**src/rtl/rpat_pkg.sv**
```systemverilog
// Types, constants and codes of the reliable packet ack tracker.
package rpat_pkg;
	localparam int ID_WIDTH       = 8;
	localparam int HANDLE_WIDTH   = 8;
	localparam int ACK_BITS       = 32;
	localparam int QUEUE_DEPTH_DEF = 16;
	localparam int ID_COUNT       = 1 << ID_WIDTH;
	localparam int ACK_IDX_W      = $clog2(ACK_BITS);
	localparam int ACK_CNT_W      = $clog2(ACK_BITS + 1);
	localparam int HALF_ID        = (ID_COUNT - 1) / 2;

	typedef logic [ID_WIDTH-1:0]     id_t;
	typedef logic [HANDLE_WIDTH-1:0] handle_t;

	localparam id_t ID_MAX  = id_t'(ID_COUNT - 1);
	localparam id_t ID_ZERO = id_t'(0);
	localparam id_t ID_ONE  = id_t'(1);

	// Item commands
	localparam logic [1:0] CMD_SCHEDULE = 2'd0;
	localparam logic [1:0] CMD_POP_OUT  = 2'd1;
	localparam logic [1:0] CMD_RECEIVE  = 2'd2;
	localparam logic [1:0] CMD_POP_IN   = 2'd3;

	// Result status codes
	localparam logic [1:0] ST_OK    = 2'd0;
	localparam logic [1:0] ST_EMPTY = 2'd1;
	localparam logic [1:0] ST_FULL  = 2'd2;

	// Configuration register indexes
	localparam logic REG_IN_START  = 1'b0;
	localparam logic REG_OUT_START = 1'b1;

	typedef struct packed {
		logic [1:0]  command;
		logic [7:0]  buffer_handle;
		logic        is_reliable;
		logic [7:0]  rx_packet_id;
		logic [7:0]  rx_ack_id;
		logic [31:0] rx_ack_bits;
	} in_item_t;

	typedef struct packed {
		logic [1:0]  status;
		logic [7:0]  out_handle;
		logic [7:0]  out_packet_id;
		logic        out_reliable;
		logic [7:0]  tx_ack_id;
		logic [31:0] tx_ack_bits;
	} out_item_t;

	// One queue entry
	typedef struct packed {
		handle_t handle;
		id_t     id;
		logic    reliable;
	} pkt_t;

	// Controller to datapath commands
	typedef struct packed {
		logic load;
		logic sched;
		logic opop;
		logic bits_step;
		logic ack_init;
		logic ack_step;
		logic ack_push;
		logic unrel_push;
		logic rx_store;
		logic rel_step;
		logic rel_push;
		logic ipop;
	} ctrl_cmd_t;

	// Datapath to controller status
	typedef struct packed {
		logic [1:0] command;
		logic       reliable;
		logic       rid_nz;
		logic       oq_empty;
		logic       iq_empty;
		logic       ack_need_push;
		logic       walk_last;
		logic       walk_done;
		logic       rel_stop;
	} dp_stat_t;
endpackage

```
**src/rtl/rpat_ctrl.sv**
```systemverilog
// Controller: sequences each item through the datapath.
module rpat_ctrl (
	input  logic                clk,
	input  logic                arst_n,
	input  logic                in_valid,
	output logic                in_ready,
	output logic                out_valid,
	input  logic                out_ready,
	input  rpat_pkg::dp_stat_t  stat,
	output rpat_pkg::ctrl_cmd_t cmd
);
	import rpat_pkg::*;

	typedef enum logic [12:0] {
		S_IDLE   = 13'h0001,
		S_DECODE = 13'h0002,
		S_SCHED  = 13'h0004,
		S_OPOP   = 13'h0008,
		S_BITS   = 13'h0010,
		S_ACK    = 13'h0020,
		S_APUSH  = 13'h0040,
		S_UNREL  = 13'h0080,
		S_RXST   = 13'h0100,
		S_REL    = 13'h0200,
		S_RPUSH  = 13'h0400,
		S_IPOP   = 13'h0800,
		S_DONE   = 13'h1000
	} state_t;

	state_t state_q, state_d, after_ack;

	assign in_ready  = (state_q == S_IDLE);
	assign out_valid = (state_q == S_DONE);

	// Where a receive goes once its ack walk ends
	always_comb begin
		if (!stat.reliable) begin
			after_ack = S_UNREL;
		end else if (stat.rid_nz) begin
			after_ack = S_RXST;
		end else begin
			after_ack = S_DONE;
		end
	end

	// Next state and commands
	always_comb begin
		state_d = state_q;
		cmd     = '0;
		case (state_q)
			S_IDLE: begin
				if (in_valid) begin
					cmd.load = 1'b1;
					state_d  = S_DECODE;
				end
			end
			S_DECODE: begin
				case (stat.command)
					CMD_SCHEDULE: state_d = S_SCHED;
					CMD_POP_OUT:  state_d = S_OPOP;
					CMD_RECEIVE: begin
						cmd.ack_init = 1'b1;
						state_d = S_ACK;
					end
					default:      state_d = S_IPOP;
				endcase
			end
			S_SCHED: begin
				cmd.sched = 1'b1;
				state_d   = S_DONE;
			end
			S_OPOP: begin
				cmd.opop = 1'b1;
				state_d  = stat.oq_empty ? S_DONE : S_BITS;
			end
			S_BITS: begin
				cmd.bits_step = 1'b1;
				state_d = stat.walk_last ? S_DONE : S_BITS;
			end
			S_ACK: begin
				cmd.ack_step = 1'b1;
				if (stat.ack_need_push) begin
					state_d = S_APUSH;
				end else if (stat.walk_last) begin
					state_d = after_ack;
				end
			end
			S_APUSH: begin
				cmd.ack_push = 1'b1;
				state_d = stat.walk_done ? after_ack : S_ACK;
			end
			S_UNREL: begin
				cmd.unrel_push = 1'b1;
				state_d = S_DONE;
			end
			S_RXST: begin
				cmd.rx_store = 1'b1;
				state_d = S_REL;
			end
			S_REL: begin
				if (stat.rel_stop) begin
					state_d = S_DONE;
				end else begin
					cmd.rel_step = 1'b1;
					state_d = S_RPUSH;
				end
			end
			S_RPUSH: begin
				cmd.rel_push = 1'b1;
				state_d = S_REL;
			end
			S_IPOP: begin
				cmd.ipop = 1'b1;
				state_d  = S_DONE;
			end
			S_DONE: begin
				if (out_ready) begin
					state_d = S_IDLE;
				end
			end
			default: state_d = S_IDLE;
		endcase
	end

	// Hold state
	always_ff @(posedge clk or negedge arst_n) begin
		if (!arst_n) begin
			state_q <= S_IDLE;
		end else begin
			state_q <= state_d;
		end
	end
endmodule

```
**config.mk**
```make
export PLATFORM = sky130hd
export DESIGN_NAME = rpat_ctrl
export DESIGN_NICKNAME = d
export VERILOG_FILES = /design/src/rtl/rpat_pkg.sv /design/src/rtl/rpat_ctrl.sv
export SDC_FILE = /design/constraint.sdc
export NUM_CORES = 1
export LEC_CHECK = 0
export BUFFER_PORTS_ARGS = -buffer_cell sky130_fd_sc_hd__buf_2
export CORE_ASPECT_RATIO = 1.4
export CORE_MARGIN = 5
export CORE_UTILIZATION = 40
export DETAILED_ROUTE_END_ITERATION = 8
export GPL_TIMING_DRIVEN = 0
export SETUP_SLACK_MARGIN = 0.2
export SKIP_LAST_GASP = 1
export SYNTH_ARGS = -nofsm -noshare
export SYNTH_HDL_FRONTEND = slang
export SYNTH_SLANG_ARGS = --single-unit
```
**constraint.sdc**
```tcl
create_clock -name clk -period 4 [get_ports clk]
set_input_delay 0.8 -clock clk [delete_from_list [all_inputs] [get_ports clk]]
set_output_delay 0.8 -clock clk [all_outputs]
set_load 0.02 [all_outputs]
```
### Word level (Yosys, flattened, before mapping)

Index checks and enable logic that the tools add are counted.

* word-level logic and storage cells: 50
* bits of input ports: 14
* register bits after elaboration: 13
* output and inout port bits: 14

* equal/unequal tests: 18
* reductions and logical operators: 4
* mux-type cells: 27

Operator list (count)
* $mux 13: 10
* $pmux 13 s10: 1
* $pmux 12 s3: 1
* $mux 1: 15
* $eq 13x1->1 const B: 1
* $eq 13x10->1 const B: 1
* $eq 13x11->1 const B: 1
* $eq 13x12->1 const B: 1
* $eq 13x13->1 const B: 1
* $eq 13x2->1 const B: 1
* $eq 13x3->1 const B: 1
* $eq 13x4->1 const B: 1
* $eq 13x5->1 const B: 1
* $eq 13x6->1 const B: 1
* $eq 13x7->1 const B: 1
* $eq 13x8->1 const B: 1
* $eq 13x9->1 const B: 1
* $ne 3x3->1 const B: 1
* $reduce_and 3->1: 1
* $reduce_or 3->1: 1
* $eq 2x1->1 const B: 1
* $eq 2x2->1 const B: 1
* $logic_not 2->1: 1
* $ne 2x1->1 const B: 1
* other kinds (2): 2

### Depth between registers and ports, before layout

* depth after elaboration: 5
* gate-level depth with buffers: 7
* depth with buffers taken out: 5

### Least setup slack after synthesis

No wires, ideal clock.

* kind: reg2out
* start: register state_q[1]
* end: output cmd[1] in the netlist's numbering
* setup slack: 0.772 ns
* data required time: 3.200 ns
* stages on the path, launching flop included: 6
* data arrival time: 2.428 ns
* path buffers: 2
* cells stage by stage: dfrtp_1 buf_6 or4_4 buf_6 or4_4 nor4b_1

RTL lines
* start: declaration: line rpat_ctrl.sv:30 `state_t state_q, state_d, after_ack;`
* start signal: assignment: line rpat_ctrl.sv:130 `state_q <= state_d;`
* end: declaration: line rpat_ctrl.sv:10 `output rpat_pkg::ctrl_cmd_t cmd`

==> flow_metrics.py <==
metrics = {
    "status": {
        "outcome": "completed",
    },
    "drt": {
        "detail_route.vias_per_cell": 5.592,
        "antenna_left": 0,
        "routed_wl_um": 2532,
        "drc": 0,
        "dr_total_vias": 973,
        "drt_iter0_drc": 27,
        "avgRoutedWirePerCell_um": 14.55,
        "firstDrtPassIters": 4,
    },
    "worst_setup_path": {
        "timing.critical_path.from": "state_q[1]",
        "crit_required_ns": 3.20,
        "crit_fanout": 10,
        "arrival_ns": 2.47,
        "worst-r2r-setup-slack_ns": 1.78,
        "r2r-end": "state_q[12]",
        "cp-end-kind": "output port",
        "start_kind": "register",
        "r2r.worst_path.cells": 7,
        "r2r_start": "state_q[9]",
        "path_class": "reg -> out",
        "timing.critical_path.slowest_cell_delay_ns": 0.53,
        "slowest_stage": "sky130_fd_sc_hd__or4_4",
        "critical_path_cell_list": "buf_6 -> or4_4 -> buf_6 -> or4_4 -> nor4b_1 -> buf_2",
    },
    "finish": {
        "largest_register_ffs": 13,
        "nFillCells": 241,
        "final_layout_size_suffix_gt1_share_pct": 37.86,
        "top_regs": "state_q x13",
        "antenna_cells_inserted": 0,
        "regMostFlops": "state_q",
        "final_nets": 155,
        "final_core_util_pct": 50.23,
        "syn2layout_area_growth_pct": 19.34,
    },
    "power_and_ir_drop": {
        "ir_drop_v": 0.0003407,
        "power.share.sequential_pct": 31.1,
        "internal_power_uw": 310.2,
        "power_density_nw_per_um2": 428.8,
        "switching_power_summed_over_all_nets_uw": 216.1,
        "clkPwrFrac_pct": 16.3,
        "switching_share_pct": 41.06,
        "p_leak_nw": 0.5675,
        "combPwrFrac_pct": 52.6,
    },
    "logic_synthesis": {
        "yosys_warnings": 0,
        "synth-seq-area-share_pct": 31.75,
        "syn_avg_cell_area_um2": 9.350,
        "post_synth_num_cell_types": 42,
        "syn-num-nets": 124,
        "mappedNetlistArea_um2": 1028,
        "synth_seq_cells": 13,
        "netlist_instances": 110,
    },
    "clocking": {
        "cts_hold_buf": 0,
        "root_buffer": "sky130_fd_sc_hd__clkbuf_4",
        "htree_levels": 1,
        "clk_pin_slew_ns": 0.09,
        "worstSkewPairLatency_ns": 0.28,
        "tritoncts.num_buffers": 3,
        "clock-sinks": 13,
        "tritoncts_clock_tree": "built",
        "cts_buffer_depth": 2,
        "post_cts.resized_instances": 0,
        "cts.repair_timing.setup_buffer_count": 0,
    },
    "placed_design": {
        "port-buffer-count": 26,
        "dp_hpwl_um": 1960,
        "globalplace.congestion": 0.8044,
        "detailedPlace.worstSlack_ns": 1.057,
    },
    "min_path": {
        "hp-class": "in -> async",
    },
    "global_routing": {
        "grt_pass1_vias": 921,
        "largest_net_degree_at_the_start_of_global_routing": 14,
        "antenna_found_initial": 0,
        "grt_remaining_overflow": 0,
        "gr-usage-all-layers_pct": 14.59,
        "grt_pass1_wl_um": 4126,
    },
    "sta": {
        "final-setup-viol-count": 0,
        "worstMarginPinSlew_ns": 0.5392,
        "rsz0062_at_grt": "no",
        "fin_ws_ns": 0.7255,
        "final_max_slew_viols": 0,
        "final.setup.tns_ns": 0,
        "timing.clock.skew_ns": 0.004544,
        "report.final.hold_viol_count": 0,
        "finalCritPeriodShare_pct": 81.86,
        "max_clock_freq_mhz": 305.4,
        "timing.slew.headroom_pct": 64.05,
        "min_period_ns": 3.274,
    },
    "die": {
        "rows": 21,
        "die_w_um": 52.86,
        "start_util_pct": 42.09,
        "io_pins": 28,
        "die_h_um": 70.00,
        "design.die.area_um2": 3700,
        "core_area_um2": 2444,
    },
    "job": {
        "drv.max_cap_violation_count": 0,
    },
}
[cells in the mapped netlist (all sizes together)]
cell	number	area share [%]
a21oi	1	0.49
a31oi	1	0.61
a32oi	1	0.85
a41oi	1	0.85
and2	3	1.8
and3	3	1.8
buf	7	6.3
clkbuf	3	1.1
dfrtp	12	29
dfstp	1	2.6
inv	7	2.6
nand2	4	1.5
nand3	3	1.5
nand3b	2	1.5
nand4	2	1.2
nand4b	2	1.7
nor2	8	2.9
nor3	11	6.4
nor4	9	8.8
nor4b	3	2.6
o2111a	2	2.3
o211ai	1	0.73
o21ai	2	0.97
o221a	1	1.1
o221ai	2	2.3
o22ai	1	0.61
o32ai	1	1.6
or2b	1	0.73
or3	1	0.61
or3b	2	1.7
or4	4	4.0
or4b	3	2.9
xnor2	3	2.6
xor2	2	1.7
[worst max-delay path by stage]
stage,slack (ns),cells after the start,endpoint
3_5_place_dp,1.06,6,cmd[1]
3_3_place_gp,1.06,6,cmd[1]
4_1_cts,0.73,6,cmd[1]
2_1_floorplan,0.77,5,cmd[1]
6_report,0.73,6,cmd[1]
5_1_grt,0.53,6,cmd[1]
[final cells by class]
cell class / instances / area, um2 / share of cell area, %
repair buffers: 26 / 130.1 / 10.60
flip-flops and latches: 13 / 326.6 / 26.61
well taps: 34 / 42.54 / 3.466
clock buffers: 4 / 26.28 / 2.141
inverters: 7 / 26.28 / 2.141
plain buffers: 10 / 76.32 / 6.218
multi-input cells: 80 / 599.3 / 48.83
[power by group through the flow]
stage          Clock (mW)  Combinational (mW)  Sequential, mW
3_3_place_gp            0               0.273           0.165
6_report           0.0855               0.277           0.164
2_1_floorplan           0               0.217           0.163
5_1_grt            0.0954               0.305           0.166
4_1_cts            0.0873               0.278           0.164
3_5_place_dp            0               0.278           0.166
[layer usage]
| layer | GRT usage, % | routed length, um |
|---|---|---|
| met1 | 19.00 | 1096 |
| met5 | 0 | 0 |
| met4 | 6.250 | 46 |
| met3 | 2.553 | 104 |
| met2 | 23.07 | 1284 |
[stage by stage]
stage / total power [mW] / instance area [um2] / std cells / hold slack, ns
2_1_floorplan: 0.3795 / 1028 / 110 / 0.5044
3_3_place_gp: 0.4378 / 1201 / 170 / 0.5471
3_5_place_dp: 0.4438 / 1201 / 170 / 0.5526
4_1_cts: 0.5287 / 1227 / 174 / 0.4084
5_1_grt: 0.5659 / 1227 / 174 / 0.4022
6_report: 0.5263 / 1227 / 174 / 0.3968
[cells in the final DEF, fill, tap and decap left out, drive strengths merged, types with 2 or more instances in the layout]
cell    synthesis  routed
o21ai           2       2
or3b            2       2
nor4            9       9
nand3b          2       2
dfrtp          12      12
o2111a          2       2
nor4b           3       3
nand4           2       2
nand2           4       4
nand3           3       3
and3            3       3
or4b            3       3
or4             4       4
nor2            8       8
xor2            2       2
buf             7      33
xnor2           3       3
inv             7       7
clkbuf          3       7
and2            3       3
nor3           11      11
o221ai          2       2
nand4b          2       2
[critical path: cells and delay by family, from the launching register on]
| family | cells | cell delay, ns |
|---|---|---|
| flops | 1 | 0.38 |
| buf+inv | 3 | 0.50 |
| simple gates | 3 | 1.31 |
[logic make-up (layout without fill, tap and decap cells)]
logic type | Yosys count | in the layout | synth area share [%]
AO/OA/AOI/OAI | 14 | 14 | 12.41
XOR/XNOR | 5 | 5 | 4.259
buffers and inverters | 17 | 47 | 9.975
flip-flops | 13 | 13 | 31.75
AND/OR/NAND/NOR | 61 | 61 | 41.61
(Power assumes the default switching activity.)
